**config.mk**
```make
export PLATFORM = sky130hd
export DESIGN_NAME = pir_sensitivity_pulse_and_alarm_gate_core_flat
export DESIGN_NICKNAME = d
export VERILOG_FILES = /design/src/hdl/pirsag_pkg.sv /design/src/hdl/pirsag_if.sv /design/src/hdl/pir_sensitivity_pulse_and_alarm_gate_core.sv /design/src/flat_wrapper.sv
export SDC_FILE = /design/constraint.sdc
export NUM_CORES = 1
export LEC_CHECK = 0
export ABC_AREA = 1
export BUFFER_PORTS_ARGS = -buffer_cell sky130_fd_sc_hd__buf_2
export CAP_MARGIN = 20
export CORE_MARGIN = 4
export CORE_UTILIZATION = 55
export CTS_CLUSTER_DIAMETER = 40
export DETAILED_ROUTE_END_ITERATION = 10
export PLACE_DENSITY = 0.83
export SLEW_MARGIN = 20
export SYNTH_ARGS = -nofsm -noshare
export SYNTH_HDL_FRONTEND = slang
export SYNTH_SLANG_ARGS = --single-unit
```
**constraint.sdc**
```tcl
create_clock -name clk -period 3.1 [get_ports clk]
set_input_delay 0.465 -clock clk [delete_from_list [all_inputs] [get_ports clk]]
set_output_delay 0.465 -clock clk [all_outputs]
set_load 0.01 [all_outputs]
```
**src/hdl/pirsag_pkg.sv**
```systemverilog
// Package for the PIR sensitivity pulse and alarm gate.
// Holds the operation codes, register indexes, pulse phase codes and the
// sensitivity-to-pulse-extension table. Depends on nothing.
package pirsag_pkg;

  localparam int unsigned OP_W      = 2;
  localparam int unsigned LEVEL_W   = 3;
  localparam int unsigned HOLD_W    = 16;
  localparam int unsigned TIME_W    = 32;
  localparam int unsigned COUNT_W   = 6;
  localparam int unsigned EXT_W     = 5;
  localparam int unsigned PHASE_W   = 2;
  localparam int unsigned CFG_IDX_W = 1;
  localparam int unsigned CFG_DATA_W = HOLD_W;

  // Operation codes carried by each request.
  localparam logic [OP_W-1:0] OP_TICK    = 2'd0;
  localparam logic [OP_W-1:0] OP_SAMPLE  = 2'd1;
  localparam logic [OP_W-1:0] OP_PROGRAM = 2'd2;

  // Configuration register indexes.
  localparam logic [CFG_IDX_W-1:0] REG_SENSITIVITY = 1'd0;
  localparam logic [CFG_IDX_W-1:0] REG_HOLD_OFF    = 1'd1;

  // Reset values of the configuration registers.
  localparam logic [LEVEL_W-1:0] SENSITIVITY_RESET = 3'd3;
  localparam logic [HOLD_W-1:0]  HOLD_OFF_RESET    = 16'd10;

  // Programming pulse phases.
  localparam logic [PHASE_W-1:0] PH_HIGH_FIRST  = 2'd0;
  localparam logic [PHASE_W-1:0] PH_LOW_GAP     = 2'd1;
  localparam logic [PHASE_W-1:0] PH_HIGH_SECOND = 2'd2;
  localparam logic [PHASE_W-1:0] PH_FINISH      = 2'd3;

  // Phase thresholds before the sensitivity extension is added.
  localparam logic [COUNT_W-1:0] FIRST_EDGE  = 6'd6;
  localparam logic [COUNT_W-1:0] SECOND_EDGE = 6'd12;

  // Pulse value of the level divided by five: 5, 35, 65, 80, 100 give
  // 1, 7, 13, 16, 20; every other level gives no extension.
  function automatic logic [EXT_W-1:0] pulse_ext(input logic [LEVEL_W-1:0] level);
    logic [EXT_W-1:0] ext;
    case (level)
      3'd1:    ext = 5'd1;
      3'd2:    ext = 5'd7;
      3'd3:    ext = 5'd13;
      3'd4:    ext = 5'd16;
      3'd5:    ext = 5'd20;
      default: ext = 5'd0;
    endcase
    return ext;
  endfunction

endpackage

```
**src/hdl/pirsag_if.sv**
```systemverilog
// Channel interfaces for the PIR sensitivity pulse and alarm gate.
// pirsag_item_if carries requests in, pirsag_result_if carries results out.
// Depends on pirsag_pkg for the field widths.
interface pirsag_item_if;
  import pirsag_pkg::*;

  logic                valid;
  logic                ready;
  logic [OP_W-1:0]     op;
  logic                pir_level;
  logic [TIME_W-1:0]   now_seconds;
  logic                motion_active;

  modport source (output valid, op, pir_level, now_seconds, motion_active, input ready);
  modport sink   (input valid, op, pir_level, now_seconds, motion_active, output ready);
endinterface

interface pirsag_result_if;
  logic valid;
  logic ready;
  logic pulse_level;
  logic programming;
  logic alarm_new;
  logic alarm_with_motion;
  logic pir_active;

  modport source (output valid, pulse_level, programming, alarm_new, alarm_with_motion,
                  pir_active, input ready);
  modport sink   (input valid, pulse_level, programming, alarm_new, alarm_with_motion,
                  pir_active, output ready);
endinterface

```
**src/hdl/pir_sensitivity_pulse_and_alarm_gate_core.sv**
```systemverilog
// Top level of the PIR sensitivity pulse and alarm gate.
// Depends on pirsag_pkg and the channel interfaces in pirsag_if.sv.
//
// Usage. Requests arrive on the item channel and carry an operation: a
// pulse tick advances the four-phase programming pulse on the sensor pin
// while a programming request is pending, a sensor sample runs the alarm
// gate with its hold-off, and a programming request re-arms the pulse.
// Each request yields exactly one result on the result channel, which
// reports the pin level, the programming flag, the two alarm strobes and
// the PIR alarm status after that request.
// A request's result is registered and shows in the cycle after it is
// accepted. Throughput is one request per cycle while results are taken;
// the state update and the result are formed by a small lookup, a 6-bit
// count compare and one 32-bit subtract and compare in the accepting cycle.
// The result register parts the two sides: a new request is taken while
// the present result is being taken, and when the receiver stalls the
// result holds and the item channel stops accepting until it drains.
// Configuration writes (sensitivity level, hold-off seconds) take effect
// at the edge of the write; the user makes them only while the block is
// idle, which the block does not enforce. Reset clears the pulse sequence
// and alarm state, arms a programming request so that the sensor is
// programmed after start, and restores the defaults: level three, ten seconds.
module pir_sensitivity_pulse_and_alarm_gate_core (
  input  logic                                clk,
  input  logic                                rst,
  pirsag_item_if.sink                         item,
  pirsag_result_if.source                     result,
  input  logic                                cfg_we,
  input  logic [pirsag_pkg::CFG_IDX_W-1:0]    cfg_index,
  input  logic [pirsag_pkg::CFG_DATA_W-1:0]   cfg_data
);
  import pirsag_pkg::*;

  // Configuration registers.
  logic [LEVEL_W-1:0] sensitivity_level;
  logic [HOLD_W-1:0]  hold_off_seconds;

  // Pulse and alarm state.
  logic [PHASE_W-1:0] phase, phase_next;
  logic [COUNT_W-1:0] tick_count, tick_count_next;
  logic               request_pending, request_pending_next;
  logic               programming_flag, programming_flag_next;
  logic               pin_level, pin_level_next;
  logic [TIME_W-1:0]  last_alarm_time, last_alarm_time_next;
  logic               active_flag, active_flag_next;

  // Result register.
  logic               res_valid;
  logic               res_alarm_new, res_alarm_new_next;
  logic               res_alarm_motion, res_alarm_motion_next;

  logic               accept;
  logic [COUNT_W-1:0] count_inc;
  logic [COUNT_W-1:0] ext;
  logic [TIME_W-1:0]  elapsed;
  logic               past_hold_off;
  logic               gate_open;

  // The result slot is free when empty or being taken in this cycle.
  assign item.ready = !res_valid || result.ready;
  assign accept     = item.valid && item.ready;

  assign count_inc     = tick_count + COUNT_W'(1);
  assign ext           = COUNT_W'(pulse_ext(sensitivity_level));
  assign elapsed       = item.now_seconds - last_alarm_time;
  assign past_hold_off = elapsed > TIME_W'(hold_off_seconds);
  assign gate_open     = (sensitivity_level != '0) || request_pending || programming_flag;

  always_comb begin
    phase_next            = phase;
    tick_count_next       = tick_count;
    request_pending_next  = request_pending;
    programming_flag_next = programming_flag;
    pin_level_next        = pin_level;
    last_alarm_time_next  = last_alarm_time;
    active_flag_next      = active_flag;
    res_alarm_new_next    = 1'b0;
    res_alarm_motion_next = 1'b0;
    case (item.op)
      OP_TICK: begin
        if (request_pending) begin
          programming_flag_next = 1'b1;
          tick_count_next       = count_inc;
          case (phase)
            PH_HIGH_FIRST: begin
              pin_level_next = 1'b1;
              if (count_inc > FIRST_EDGE) phase_next = PH_LOW_GAP;
            end
            PH_LOW_GAP: begin
              pin_level_next = 1'b0;
              if (count_inc > FIRST_EDGE + ext) phase_next = PH_HIGH_SECOND;
            end
            PH_HIGH_SECOND: begin
              pin_level_next = 1'b1;
              if (count_inc > SECOND_EDGE + ext) phase_next = PH_FINISH;
            end
            default: begin
              // Final phase: drop the pin and retire the request.
              pin_level_next        = 1'b0;
              tick_count_next       = '0;
              phase_next            = PH_HIGH_FIRST;
              request_pending_next  = 1'b0;
              programming_flag_next = 1'b0;
            end
          endcase
        end
      end
      OP_SAMPLE: begin
        if (gate_open && past_hold_off) begin
          if (item.pir_level) begin
            last_alarm_time_next  = item.now_seconds;
            active_flag_next      = 1'b1;
            res_alarm_motion_next = item.motion_active;
            res_alarm_new_next    = !item.motion_active;
          end else begin
            active_flag_next = 1'b0;
          end
        end
      end
      OP_PROGRAM: begin
        request_pending_next = 1'b1;
      end
      default: begin
        // Unused operation: state is left alone and reported as it is.
      end
    endcase
  end

  always_ff @(posedge clk) begin
    if (rst) begin
      sensitivity_level <= SENSITIVITY_RESET;
      hold_off_seconds  <= HOLD_OFF_RESET;
    end else if (cfg_we) begin
      case (cfg_index)
        REG_SENSITIVITY: sensitivity_level <= cfg_data[LEVEL_W-1:0];
        REG_HOLD_OFF:    hold_off_seconds  <= cfg_data[HOLD_W-1:0];
        default: begin
        end
      endcase
    end
  end

  always_ff @(posedge clk) begin
    if (rst) begin
      phase            <= PH_HIGH_FIRST;
      tick_count       <= '0;
      request_pending  <= 1'b1;
      programming_flag <= 1'b0;
      pin_level        <= 1'b0;
      last_alarm_time  <= '0;
      active_flag      <= 1'b0;
    end else if (accept) begin
      phase            <= phase_next;
      tick_count       <= tick_count_next;
      request_pending  <= request_pending_next;
      programming_flag <= programming_flag_next;
      pin_level        <= pin_level_next;
      last_alarm_time  <= last_alarm_time_next;
      active_flag      <= active_flag_next;
    end
  end

  always_ff @(posedge clk) begin
    if (rst) begin
      res_valid <= 1'b0;
    end else if (accept) begin
      res_valid <= 1'b1;
    end else if (result.ready) begin
      res_valid <= 1'b0;
    end
  end

  // Alarm strobes are payload; the status fields read the state registers,
  // which change only when the next request is accepted.
  always_ff @(posedge clk) begin
    if (accept) begin
      res_alarm_new    <= res_alarm_new_next;
      res_alarm_motion <= res_alarm_motion_next;
    end
  end

  assign result.valid             = res_valid;
  assign result.pulse_level       = pin_level;
  assign result.programming       = programming_flag;
  assign result.alarm_new         = res_alarm_new;
  assign result.alarm_with_motion = res_alarm_motion;
  assign result.pir_active        = active_flag;

  // The programming flag and any phase beyond the first need a pending request.
  assert property (@(posedge clk) disable iff (rst)
    (programming_flag || phase != PH_HIGH_FIRST) |-> request_pending)
    else $error("pulse sequence running without a pending request");

  // Each phase leaves once its threshold is passed, so the count stays small.
  assert property (@(posedge clk) disable iff (rst) tick_count <= 6'd34)
    else $error("pulse tick count ran past the last phase");

  // At most one kind of alarm is reported with a result.
  assert property (@(posedge clk) disable iff (rst)
    res_valid |-> !(res_alarm_new && res_alarm_motion))
    else $error("both alarm strobes raised for one request");

  // An alarm reported on a fresh result recorded the sample's time.
  assert property (@(posedge clk) disable iff (rst)
    (accept && item.op == OP_SAMPLE && item.pir_level && gate_open && past_hold_off)
      |=> (last_alarm_time == $past(item.now_seconds)) && active_flag
          && (res_alarm_new || res_alarm_motion))
    else $error("accepted alarm did not record its time");

  // A stalled result keeps the state it reports.
  assert property (@(posedge clk) disable iff (rst)
    (res_valid && !result.ready) |=> $stable(active_flag) && $stable(pin_level))
    else $error("reported state changed while the result was stalled");

endmodule

```
**src/flat_wrapper.sv**
```systemverilog
// flat-port wrapper written by rule: the top's interface ports become plain ports
module pir_sensitivity_pulse_and_alarm_gate_core_flat import pirsag_pkg::*;
  (clk, rst, cfg_we, cfg_index, cfg_data, item_valid, item_op, item_pir_level, item_now_seconds, item_motion_active, item_ready, result_valid, result_pulse_level, result_programming, result_alarm_new, result_alarm_with_motion, result_pir_active, result_ready);
  pirsag_item_if item_i ();
  pirsag_result_if result_i ();
  input  logic clk;
  input  logic rst;
  input  logic cfg_we;
  input  logic [pirsag_pkg::CFG_IDX_W-1:0] cfg_index;
  input  logic [pirsag_pkg::CFG_DATA_W-1:0] cfg_data;
  input wire logic [$bits(item_i.valid)-1:0] item_valid;
  input wire logic [$bits(item_i.op)-1:0] item_op;
  input wire logic [$bits(item_i.pir_level)-1:0] item_pir_level;
  input wire logic [$bits(item_i.now_seconds)-1:0] item_now_seconds;
  input wire logic [$bits(item_i.motion_active)-1:0] item_motion_active;
  output wire logic [$bits(item_i.ready)-1:0] item_ready;
  output wire logic [$bits(result_i.valid)-1:0] result_valid;
  output wire logic [$bits(result_i.pulse_level)-1:0] result_pulse_level;
  output wire logic [$bits(result_i.programming)-1:0] result_programming;
  output wire logic [$bits(result_i.alarm_new)-1:0] result_alarm_new;
  output wire logic [$bits(result_i.alarm_with_motion)-1:0] result_alarm_with_motion;
  output wire logic [$bits(result_i.pir_active)-1:0] result_pir_active;
  input wire logic [$bits(result_i.ready)-1:0] result_ready;
  assign item_i.valid = item_valid;
  assign item_i.op = item_op;
  assign item_i.pir_level = item_pir_level;
  assign item_i.now_seconds = item_now_seconds;
  assign item_i.motion_active = item_motion_active;
  assign item_ready = item_i.ready;
  assign result_valid = result_i.valid;
  assign result_pulse_level = result_i.pulse_level;
  assign result_programming = result_i.programming;
  assign result_alarm_new = result_i.alarm_new;
  assign result_alarm_with_motion = result_i.alarm_with_motion;
  assign result_pir_active = result_i.pir_active;
  assign result_i.ready = result_ready;
  pir_sensitivity_pulse_and_alarm_gate_core u_core (.clk(clk), .rst(rst), .item(item_i), .result(result_i), .cfg_we(cfg_we), .cfg_index(cfg_index), .cfg_data(cfg_data));
endmodule
```
* Yosys cells after proc, flatten, opt, wreduce, memory -nomap -nowiden *
Cells that the tools add are included.

storage, ports and cells
  output and inout bits = 7
  bits of input ports = 58
  bits in registers = 66
  logic and storage cells = 68

cells by class
  bitwise gates (word level) = 1
  reduce and logical (&&, ||, !) cells = 22
  mux-type cells = 13
  $lt $le $gt $ge = 4
  $add $sub $neg = 4
  equal/unequal tests = 12

operator list
  cell                                                   count
  > comparator 32 x 16 -> 1 bit                          1
  subtractor 32 bit                                      1
  case mux 5 bit (5 select lines)                        1
  > comparator 6 bit                                     2
  AND reduction 3 bit                                    3
  adder 3 x 5 -> 6 bit, first input constant             1
  adder 4 x 5 -> 6 bit, first input constant             1
  adder 6 x 1 -> 6 bit, second input constant            1
  equality test 3 x 2 -> 1 bit, second input constant    2
  equality test 3 bit, second input constant             2
  > comparator 6 x 3 -> 1 bit, second input constant     1
  2-to-1 mux 1 bit                                       6
  2-to-1 mux 2 bit                                       3
  2-to-1 mux 6 bit                                       1
  inequality test 2 x 1 -> 1 bit, second input constant  3
  case mux 2 bit (3 select lines)                        1
  AND reduction 2 bit                                    3
  AND reduction 6 bit                                    1
  equality test 2 x 1 -> 1 bit, second input constant    2
  equality test 2 bit, second input constant             2
  logical NOT 2 bit                                      2
  AND reduction 4 bit                                    1
  nonzero test 2 bit                                     2
  equality test 3 x 1 -> 1 bit, second input constant    1
  other kinds (8)                                        12

* Logic depth before layout (Yosys ltp) *
Gate-level depths: netlist of the first run.

  depth in word-level cells = 6
  gate-level depth with buffers = 27
  mapped depth without buffers = 25

* Worst setup path before layout of the first run *
Ideal clock, no wire load.

  path kind = input to register
  start = input port item_now_seconds[0]
  end = register u_core.last_alarm_time[19]
  stages = 25
  path buffers = 2
  library setup time = 112 ps
  data required time = 2988 ps
  arrival = 3129 ps
  path slack = -141 ps
  cell sequence = inv_1 -> ha_1 -> fa_1 -> inv_1 -> nand2_1 -> nand2_1 -> nand3_1 -> nand2_2 -> nand2_1 -> nand2_1 -> xor2_1 -> ha_1 -> nand4_1 -> nor4_1 -> a21oi_1 -> nor2_1 -> nand3_1 -> nor2_1 -> nand2_2 -> nand4_4 -> buf_8 -> buf_6 -> nand2_1 -> nand2_1 -> nor2_2

on the way
  longest elaborated chain between the ends = 4

RTL lines
  element                               line                                              text
  from (decl)                           flat_wrapper.sv:14                                input wire logic [$bits(item_i.now_seconds)-1:0] item_now_seconds;
  subtractor 32 bit                     pir_sensitivity_pulse_and_alarm_gate_core.sv:65   assign elapsed = item.now_seconds - last_alarm_time;
  > comparator 32 x 16 -> 1 bit         pir_sensitivity_pulse_and_alarm_gate_core.sv:66   assign past_hold_off = elapsed > TIME_W'(hold_off_seconds);
  logical AND 1 bit                     pir_sensitivity_pulse_and_alarm_gate_core.sv:109  if (gate_open && past_hold_off) begin
  AND reduction 4 bit (no source line)  n/a
  to (signal assigned)                  pir_sensitivity_pulse_and_alarm_gate_core.sv:158  last_alarm_time <= last_alarm_time_next;
  to (decl)                             pir_sensitivity_pulse_and_alarm_gate_core.sv:44   logic [TIME_W-1:0] last_alarm_time, last_alarm_time_next;

Every way passes these cells.
A chain may end at the register's enable or synchronous reset.

* Worst setup path in the final report of the first run *
  start = register u_core.last_alarm_time[0]
  end = register u_core.last_alarm_time[8]

on the way
  longest elaborated chain between the ends = 4

RTL lines
  element                               line
  subtractor 32 bit                     pir_sensitivity_pulse_and_alarm_gate_core.sv:65
  > comparator 32 x 16 -> 1 bit         pir_sensitivity_pulse_and_alarm_gate_core.sv:66
  logical AND 1 bit                     pir_sensitivity_pulse_and_alarm_gate_core.sv:109
  AND reduction 4 bit (no source line)  n/a

Every way passes these cells.

==> results.yml, run 1 <==
power:
  leakagePower_nw: 4.38
  finalPower_w: 0.00263
  p_per_area_nw_per_um2: 336
  peakVddDrop_mv: 0.302
setup_path:
  arrival_ns: 3.71
  cp_data_required_time_ns: 3.38
  cp-end-kind: "flop"
  r2r_cells: 24
  path_class: "reg2reg"
  path_max_fanout: 17
  crit_path_start_kind: "flop"
detailed_routing:
  routed-via-count: 6654
  remaining_drc_errors: 0
  dr.pass1.iters: 7
  drt_iter0_drc: 510
  vias_per_cell: 5.06
  ant_nets: 0
  routedWlPerCell_um: 13.1
  drt_wl_total_um: 17200
logic_synthesis:
  ys_seq_elements: 66
  yosys.cell_types.count: 39
  ys_warn_count: 0
  seq_area_frac_synth_pct: 22.0
  syn-num-nets: 1153
  syn_inst: 1026
  syn_area_um2: 6100
  ys.flop_type: "dfxtp_1"
  synth_edf_count: 2
  syn_area_per_cell_um2: 5.94
  async_flop_share_pct: 0
final_layout:
  final_common_cell: "nand2_1"
  multi_input_area_um2: 4280
  area_delta_synth_final_pct: 28.5
  nets: 1298
  most-common-layout-cells: "305 x nand2_1, 189 x inv_1, 101 x nor2_1"
  antenna_cells: 0
  seq_area_um2: 1350
  fillerInstances: 851
  drive_above_1_share_pct: 25.3
global_routing:
  track_usage_pct: 26.1
  grt_first_pass_wirelength_um: 27300
  overflow: 0
  grt_pass1_vias: 6143
  grt_max_degree: 52
  grt_antenna_before_repair: 0
clock_network:
  cts_inserted_buffers: 9
  cts_tree: "done"
  root_buffer: "clkbuf_8"
  clk_pin_slew_ns: 0.09
  htree_levels: 3
  clk_latency_ns: 0.38
  cts.sinks: 66
  hold_buffers: 0
  cts_max_path_buffers: 2
sta:
  maxSlewViolCount: 0
  slew_headroom_pct: 52.7
  clock.fmax_mhz: 292
  fin_skew_ns: 0.0117
  setup_viol: 35
  period_needed_ns: 3.43
  rsz0062_at_grt: "true"
  fin_ws_ns: -0.328
  tightestPinTransition_ns: 0.708
  holdWs_ns: 0.299
  finalHoldViolations: 0
  fin_crit_sh_pct: 111
status:
  violations: "setup timing"
  outcome: "complete, but fails checks"
run:
  drv_cap: 0
floorplanning:
  die_w_um: 113
  initial_core_util_pct: 56.2
  die_y_um: 113
  io_pins: 65
  rows: 38
  fp.dieArea_um2: 12800
  core_um2: 10800
worst_hold_path:
  hp-class: "in2reg"
  whs_path_depth: 3
placed_design:
  port-buffer-count: 64
  gp_congestion: 0.932
  hpwl_um: 12200
## where the power goes
group / total [W] / internal, W / switching (W)
registers: 0.000902 / 0.000887 / 0.0000146
clock network: 0.000714 / 0.000305 / 0.000409
logic: 0.00102 / 0.000431 / 0.000587
total: 0.00263 / 0.00162 / 0.00101
## stage by stage
stage	cell area (um2)	std cells	setup TNS (ns)	utilization (%)	setup slack, ns
after floorplan	6120	1026	0	-	0.00708
after CTS	7570	1307	-5.18	69.9	-0.175
after detailed placement	7010	1282	-15.93	64.7	-0.481
after global routing	7840	1316	-17.88	72.3	-0.553
final	7840	1316	-9.87	72.3	-0.328
after global placement	7010	1282	-13.30	64.7	-0.411
## path summary, 6_finish.rpt
check,start,endpoint,slack (ns)
worst min register to register,u_core.hold_off_seconds[9]$_SDFFE_PP0P_,u_core.hold_off_seconds[9]$_SDFFE_PP0P_,0.47
worst min-delay path,cfg_data[3],u_core.hold_off_seconds[3]$_SDFFE_PP1P_,0.30
worst max register to register,u_core.last_alarm_time[0]$_SDFFE_PP0P_,u_core.last_alarm_time[8]$_SDFFE_PP0P_,-0.33
worst max-delay path,u_core.last_alarm_time[0]$_SDFFE_PP0P_,u_core.last_alarm_time[8]$_SDFFE_PP0P_,-0.33
## sequential cells by signal, summed over array words and instances (netlist names)
signal / count
u_core.result.pir_active: 1
u_core.tick_count: 6
u_core.result.alarm_with_motion: 1
u_core.result.pulse_level: 1
u_core.hold_off_seconds: 16
u_core.result.valid: 1
u_core.last_alarm_time: 32
u_core.result.alarm_new: 1
u_core.phase: 2
u_core.result.programming: 1
u_core.request_pending: 1
u_core.sensitivity_level: 3
## cells by family after synthesis
kind of cell	count (synthesis)	share of synthesized area, %
AO/OA/AOI/OAI	94	8.29
XOR/XNOR	22	3.16
adder cells (fa/ha/maj)	69	14.3
buffers and inverters	221	14.5
flip-flops	66	22.0
other	1	0.0615
AND/OR/NAND/NOR	553	37.7
## synth_stat cells, types with 2 or more instances
library cell    n  area share, %
o21bai_1        2           0.25
a21oi_1        57            4.7
nand3_1        39            3.2
nor3_1          5           0.41
nand2_1       345             21
clkinv_1        4           0.25
buf_8           2           0.49
buf_6           4           0.74
dfxtp_1        64             21
nand2_2         5           0.51
xnor2_1         2           0.29
inv_1         200             12
o21ai_0        24            2.0
ha_1           68             14
o211ai_1        6           0.74
nand3b_1        3           0.37
inv_2           2           0.12
buf_2           3           0.25
clkbuf_1        6           0.37
nor2_2         26            2.7
and2_1          4           0.41
edfxtp_1        2           0.99
xor2_1         20            2.9
nand4_1         9           0.92
nor2_1        110            6.8
## cell type report
class                      count  area share (%)
multi-input combinational    739            54.6
sequential                    66            17.2
timing repair buffer         149            13.7
inverter                     206            9.87
tap                          140            2.24
clock buffer                   9            1.58
clock inverter                 7           0.782
## routing by layer
layer / global-route usage [%] / vias up / part of all wire (%)
met5: 0 / - / 0
met4: 8.81 / 0 / 2.8
met3: 5.45 / 40 / 6.4
met2: 45.0 / 207 / 48
met1: 32.3 / 2995 / 43
li1: - / 3412 / -
## worst max-delay path: stages (launching register included)
cell and delay, ns:
dfxtp_2 0.34, ha_4 0.16, fa_2 0.35, inv_2 0.09, nand2_2 0.06, nand2_2 0.06
nand3_2 0.07, nand2_2 0.10, nand2_2 0.07, nand2_4 0.08, xor2_2 0.08, ha_1 0.28
nand4_1 0.19, a21oi_2 0.19, nor2_2 0.05, a21oi_2 0.15, nor2_1 0.05, nand3_1 0.07
nor2_1 0.05, nand2_2 0.11, nand4_4 0.18, buf_6 0.19, buf_12 0.15, nor2_1 0.12
nor2_1 0.06
## what timing repair did
action                                  in CTS  in global routing
pin swaps                                    8                 14
resized for setup                           46                 64
gates cloned                                 3                  1
endpoints found under the setup margin      35                 35
buffers inserted                             6                  9
Power figures use the tool's default switching activity.
==> run 2: changes to the inputs <==
- ABC_AREA: 1 -> not set
- PLACE_DENSITY: 0.83 -> 0.81
- clock period: 3.1 -> 4.3 ns (I/O delays scaled with it)
==> run 2 against run 1 <==
The run still ends with setup timing left. Fmax down 20%. Combinational power is 45% lower. Flip-flop and latch count unchanged. Wire length down 14%. Total power is 36% lower. Largest power group is now registers.
==> results.yml, run 2 <==
sta:
  fin_crit_sh_pct: 100
  maxSlewViolCount: 0
  tightestPinTransition_ns: 0.763
  fin_skew_ns: 0.00845
  finalHoldViolations: 0
  slew_headroom_pct: 49.1
  fin_ws_ns: -0.00261
  period_needed_ns: 4.30
  setup_viol: 1
  clock.fmax_mhz: 232
  rsz0062_at_grt: "true"
detailed_routing:
  dr.pass1.iters: 5
  ant_nets: 0
  remaining_drc_errors: 0
  maxUsedRoutingLayer: "met4"
  drt_wl_total_um: 14800
  routed-via-count: 5413
  routedWlPerCell_um: 15.2
  wl_met2_um: 7250
  vias_per_cell: 5.56
  route.met3.wl_um: 723
  wl_met1_um: 6560
  drt_iter0_drc: 327
final_layout:
  antenna_cells: 0
  regMostFlops: "u_core.last_alarm_time"
  area_delta_synth_final_pct: 19.7
  most-common-layout-cells: "73 x nand2b_1, 69 x nand2_1, 62 x ha_1"
  nets: 959
  largest_register_ffs: 32
  largestRegisters: "u_core.last_alarm_time (32), u_core.hold_off_seconds (16), u_core.tick_count (6)"
  post-route-util_pct: 67.5
  final_common_cell: "nand2b_1"
  drive_above_1_share_pct: 23.4
  fillerInstances: 885
floorplanning:
  die_y_um: 111
  rows: 37
  core_um2: 10300
  io_pins: 65
  initial_core_util_pct: 56.4
  fp.dieArea_um2: 12300
  die_w_um: 111
clock_network:
  hold_buffers: 0
  clk_pin_slew_ns: 0.08
  cts_inserted_buffers: 9
  root_buffer: "clkbuf_8"
  htree_levels: 3
  cts_tree: "done"
  cts.sinks: 66
  clk_latency_ns: 0.36
  cts_max_path_buffers: 2
power:
  leakagePower_nw: 2.86
  peakVddDrop_mv: 0.162
  finalPower_w: 0.00168
  p_per_area_nw_per_um2: 241
logic_synthesis:
  ys.flop_type: "dfxtp_1"
  syn_inst: 726
  yosys.area.top_type: "dfxtp_1"
  synth_fa_ha_area_share_pct: 14.9
  syn-num-nets: 853
  synth_edf_count: 2
  ys_warn_count: 0
  synth-simple-area-share_pct: 24.7
  synth.area.top_cells: "dfxtp_1 22%, ha_1 15%, nand2b_1 8.1%, mux2i_1 6.0%, a21oi_1 5.4%"
  async_flop_share_pct: 0
  seq_area_frac_synth_pct: 23.0
  synthMuxAreaShare_pct: 6.01
  synth_compound_area_share_pct: 19.6
  ys_seq_elements: 66
  synth_common_cells: "75 x nand2b_1, 69 x nand2_1, 68 x ha_1, 64 x dfxtp_1"
  synth_top_family_by_area: "simple AND/OR/NAND/NOR gates"
  syn_area_um2: 5830
  synth_xor_area_share_pct: 4.36
  yosysMostFrequentCell: "nand2b_1"
  yosysTopAreaCellShare_pct: 22.0
  syn_area_per_cell_um2: 8.02
  yosys.cell_types.count: 74
setup_path:
  cp-end-kind: "flop"
  crit_path_start_kind: "flop"
  cpPeakStageDelay_ns: 0.35
  cp_data_required_time_ns: 4.42
  path_max_fanout: 4
  path_class: "reg2reg"
  arrival_ns: 4.42
  r2r_slack_ns: -0.003
  path_cells: "inv_2 > ha_4 > a21o_1 > nand2b_4 > o21a_4 > a21o_1 > a21oi_2 > xnor2_1 > ha_1 > and3_4 > a221o_1 > a221o_1 > nor2_2 > a21oi_2 > a211oi_2 > nand4_1 > nor4_4 > buf_4 > buf_6 > and4bb_2"
  r2r_end: "u_core.result.alarm_new$_SDFFCE_PN0P_"
  r2r_cells: 20
  reg2reg_from: "u_core.last_alarm_time[4]$_SDFFE_PP0P_"
  critPathSlowestCell: "dfxtp_2"
global_routing:
  track_usage_pct: 23.7
  grt_antenna_before_repair: 0
  grt_pass1_vias: 5391
  overflow: 0
  grt_first_pass_wirelength_um: 24600
  grt_max_degree: 97
status:
  outcome: "complete, but fails checks"
  violations: "setup timing"
run:
  drv_cap: 0
worst_hold_path:
  hold_path_end: "u_core.hold_off_seconds[7]$_SDFFE_PP0P_"
  whs_path_depth: 2
  hp-start: "u_core.hold_off_seconds[7]$_SDFFE_PP0P_"
  hp-class: "reg2reg"
placed_design:
  hpwl_um: 11200
  port-buffer-count: 64
  gp_congestion: 0.908
  dp_worst_setup_slack_ns: -0.480
[run 2: changes by cell type after synthesis, moves of 13 or more]
cell      previous run  this run
nor2_1             110        49
nand2_1            345        69
xnor2_1              2        16
inv_1              200        63
nor2_2              26         1
o21ai_1              0        13
nand3_1             39         5
mux2i_1              0        35
nand2b_1             0        75
[run 2: cell families (layout without fill, tap and decap cells)]
logic type | Yosys count | in the layout
mux | 35 | 35
flops | 66 | 66
buf+inv | 90 | 201
simple gates | 267 | 267
xor+xnor | 29 | 29
compound gates | 169 | 169
fa+ha+maj | 69 | 69
other cells | 1 | 1
[run 2: timing repair]
action                     CTS  global route
setup buffers                5             4
resized for setup           24             8
setup endpoints to repair   33            35
cloned                       2             0
pin swaps                   16            19
[run 2: report_power, final]
group / internal, W / switching, W
clock network: 0.000222 / 0.000256
registers: 0.000633 / 0.0000125
logic: 0.000263 / 0.000294
total: 0.00112 / 0.000562
[run 2: area by class of cell]
class,count,area [um2],area share (%)
clock buffers,11,141,2.03
clock inverters,5,28.8,0.413
inverters,63,244,3.50
multi-input cells,570,4220,60.6
flip-flops and latches,66,1350,19.3
well taps,136,170,2.44
repair buffers,122,816,11.7
[run 2: layer usage]
| layer | track usage [%] | up-vias |
|---|---|---|
| met5 | 0 | - |
| met1 | 29.6 | 2515 |
| met3 | 4.91 | 31 |
| li1 | - | 2720 |
| met2 | 40.9 | 147 |
| met4 | 7.06 | 0 |
[run 2: worst max-delay path: cells and delay by family, from the launching register on]
kind | cells | cell delay (ns)
AND/OR/NAND/NOR | 6 | 1.09
flip-flops | 1 | 0.35
buffers and inverters | 3 | 0.33
AO/OA/AOI/OAI | 8 | 1.66
adder cells (fa/ha/maj) | 2 | 0.49
XOR/XNOR | 1 | 0.14
[run 2: per-stage QoR]
stage	cells	TNS [ns]	area, um2	hold WS, ns
after detailed placement	948	-15.61	6600	0.447
after floorplan	726	-1.11	5910	0.436
after CTS	971	-0.0276	6970	0.457
final	973	-0.00261	6970	0.457
after global routing	973	-4.54	6970	0.481
after global placement	948	-10.36	6600	0.444
[run 2: how the worst max path moves through the flow]
| stage | slack [ns] | to | start |
|---|---|---|---|
| floorplan | -0.04 | u_core.last_alarm_time[0]$_SDFFE_PP0P_ | item_now_seconds[0] |
| global placement | -0.32 | u_core.last_alarm_time[1]$_SDFFE_PP0P_ | item_now_seconds[0] |
| detailed placement | -0.48 | u_core.last_alarm_time[17]$_SDFFE_PP0P_ | item_now_seconds[0] |
| CTS | -0.005 | u_core.last_alarm_time[23]$_SDFFE_PP0P_ | u_core.last_alarm_time[6]$_SDFFE_PP0P_ |
| global route | -0.18 | u_core.result.alarm_new$_SDFFCE_PN0P_ | u_core.last_alarm_time[4]$_SDFFE_PP0P_ |
| finish | -0.003 | u_core.result.alarm_new$_SDFFCE_PN0P_ | u_core.last_alarm_time[4]$_SDFFE_PP0P_ |
==> run 3: changes to the inputs <==
- ABC_AREA: not set -> 1
- PLACE_DENSITY: 0.81 -> 0.8
==> run 3 against run 2 <==
The flow now finishes without violations. Global-route usage fell by 1.0 points. Final cell count increased by 27%. Sequential share of layout area rose by 0.73 points.
==> results.yml, run 3 (synthesized netlist as in run 1, its figures left out) <==
setup_path:
  path_class: "in2reg"
  crit_path_start_kind: "primary input"
  arrival_ns: 3.96
  r2r_end: "u_core.last_alarm_time[5]$_SDFFE_PP0P_"
  r2r_cells: 23
  cp_data_required_time_ns: 4.57
  cp-end-kind: "flop"
  reg2reg_from: "u_core.last_alarm_time[0]$_SDFFE_PP0P_"
  r2r_slack_ns: 0.69
  path_max_fanout: 33
global_routing:
  grt_pass1_vias: 5513
  grt_antenna_before_repair: 0
  track_usage_pct: 22.7
  grt_max_degree: 52
  grt_first_pass_wirelength_um: 23900
  overflow: 0
power:
  peakVddDrop_mv: 0.205
  leakagePower_nw: 3.91
  p_per_area_nw_per_um2: 252
sta:
  clock.fmax_mhz: 271
  tightestPinTransition_ns: 0.756
  fin_ws_ns: 0.606
  maxSlewViolCount: 0
  fin_crit_sh_pct: 85.9
  period_needed_ns: 3.69
  setup_viol: 0
  finalHoldViolations: 0
  slew_headroom_pct: 49.5
  fin_skew_ns: 0.00890
  setup_tns_ns: 0
  rsz0062_at_grt: "false"
placed_design:
  gp_congestion: 0.942
  dp_worst_setup_slack_ns: 0.276
  port-buffer-count: 64
  hpwl_um: 11400
detailed_routing:
  dr.pass1.iters: 5
  remaining_drc_errors: 0
  ant_nets: 0
  drt_iter0_drc: 410
  vias_per_cell: 4.89
  drt_wl_total_um: 14100
  routed-via-count: 6030
  routedWlPerCell_um: 11.4
clock_network:
  cts_setup_buffers: 0
  hold_buffers: 0
  cts.sinks: 66
  clk_pin_slew_ns: 0.07
  cts_inserted_buffers: 9
  clk_latency_ns: 0.38
  cts_tree: "done"
  postCtsResizedCells: 0
  htree_levels: 3
  root_buffer: "clkbuf_8"
  cts_max_path_buffers: 2
floorplanning:
  io_pins: 65
  rows: 38
  core_um2: 10800
  initial_core_util_pct: 56.2
  fp.dieArea_um2: 12800
  die_y_um: 113
  die_w_um: 113
status:
  outcome: "completed"
final_layout:
  antenna_cells: 0
  largestRegisters: "u_core.last_alarm_time (32), u_core.hold_off_seconds (16), u_core.tick_count (6)"
  largest_register_ffs: 32
  nets: 1216
  area_delta_synth_final_pct: 9.77
  most-common-layout-cells: "345 x nand2_1, 200 x inv_1, 110 x nor2_1"
  drive_above_1_share_pct: 11.1
  regMostFlops: "u_core.last_alarm_time"
  final_common_cell: "nand2_1"
  fillerInstances: 1082
worst_hold_path:
  hp-class: "reg2reg"
  whs_path_depth: 2
  hold_path_end: "u_core.hold_off_seconds[8]$_SDFFE_PP0P_"
  hp-start: "u_core.hold_off_seconds[8]$_SDFFE_PP0P_"
run:
  drv_cap: 0
[run 3: cell count changes in the layout (fill, tap and decap cells not counted), moves of 32 or more]
cell | previous run | this run
nand3_1 | 4 | 39
nor2_1 | 48 | 110
nand2b_1 | 73 | 0
buf_4 | 54 | 2
nand2_1 | 69 | 345
inv_1 | 60 | 200
mux2i_1 | 32 | 0
[run 3: through the flow]
step           hold slack, ns  area (um2)  cells  total power [W]  utilization [%]
2_1_floorplan           0.435        6100   1026          0.00107                -
3_3_place_gp            0.453        6510   1218          0.00120             60.1
3_5_place_dp            0.453        6510   1218          0.00121             60.1
4_1_cts                 0.468        6690   1234          0.00170             61.7
5_1_grt                 0.487        6690   1234          0.00181             61.7
6_report                0.467        6690   1234          0.00168             61.7
[run 3: power breakdown]
group	switching, W	internal (W)	total [W]	leakage (nW)
registers	0.00000920	0.000639	0.000649	0.543
logic	0.000352	0.000205	0.000557	3.28
clock network	0.000266	0.000212	0.000478	0.0822
[run 3: area by class of cell]
class,count,area (um2),area share (%)
Multi-Input combinational cell,739,3870,57.8
Sequential cell,66,1340,20.0
Clock inverter,7,53.8,0.804
Tap cell,140,175,2.62
Inverter,206,773,11.6
Clock buffer,9,124,1.85
Timing Repair Buffer,67,355,5.31
[run 3: worst max-delay path by stage]
stage / start / endpoint / slack, ns / depth (start not counted)
2_1_floorplan: item_now_seconds[0] / u_core.last_alarm_time[19]$_SDFFE_PP0P_ / 0.88 / 25
3_3_place_gp: item_now_seconds[0] / u_core.last_alarm_time[7]$_SDFFE_PP0P_ / 0.39 / 25
3_5_place_dp: item_now_seconds[0] / u_core.last_alarm_time[6]$_SDFFE_PP0P_ / 0.28 / 25
4_1_cts: item_now_seconds[0] / u_core.last_alarm_time[6]$_SDFFE_PP0P_ / 0.67 / 25
5_1_grt: item_now_seconds[0] / u_core.last_alarm_time[7]$_SDFFE_PP0P_ / 0.35 / 25
6_report: item_now_seconds[0] / u_core.last_alarm_time[5]$_SDFFE_PP0P_ / 0.61 / 25
[run 3: worst max-delay path, cell delays in order]
cell     delay (ns)
buf_2          0.09
inv_1          0.04
ha_1           0.21
fa_1           0.40
inv_1          0.12
nand2_1        0.06
nand2_1        0.07
nand3_1        0.08
nand2_2        0.12
nand2_1        0.06
nand2_1        0.10
xor2_1         0.08
ha_1           0.27
nand4_1        0.14
nor4_1         0.27
a21oi_1        0.10
nor2_1         0.10
nand3_1        0.10
nor2_1         0.15
nand2_2        0.11
nand4_4        0.10
buf_4          0.32
nand2_1        0.11
nand2_1        0.08
nor2_1         0.04
[run 3: metal layers]
metal	routed length (um)	global-route usage (%)	part of all wire [%]	up-vias
met2	6260	37.2	44	145
li1	-	-	-	3257
met4	263	8.25	1.9	0
met3	1030	4.97	7.3	22
met1	6530	29.2	46	2606
met5	0	0	0	-
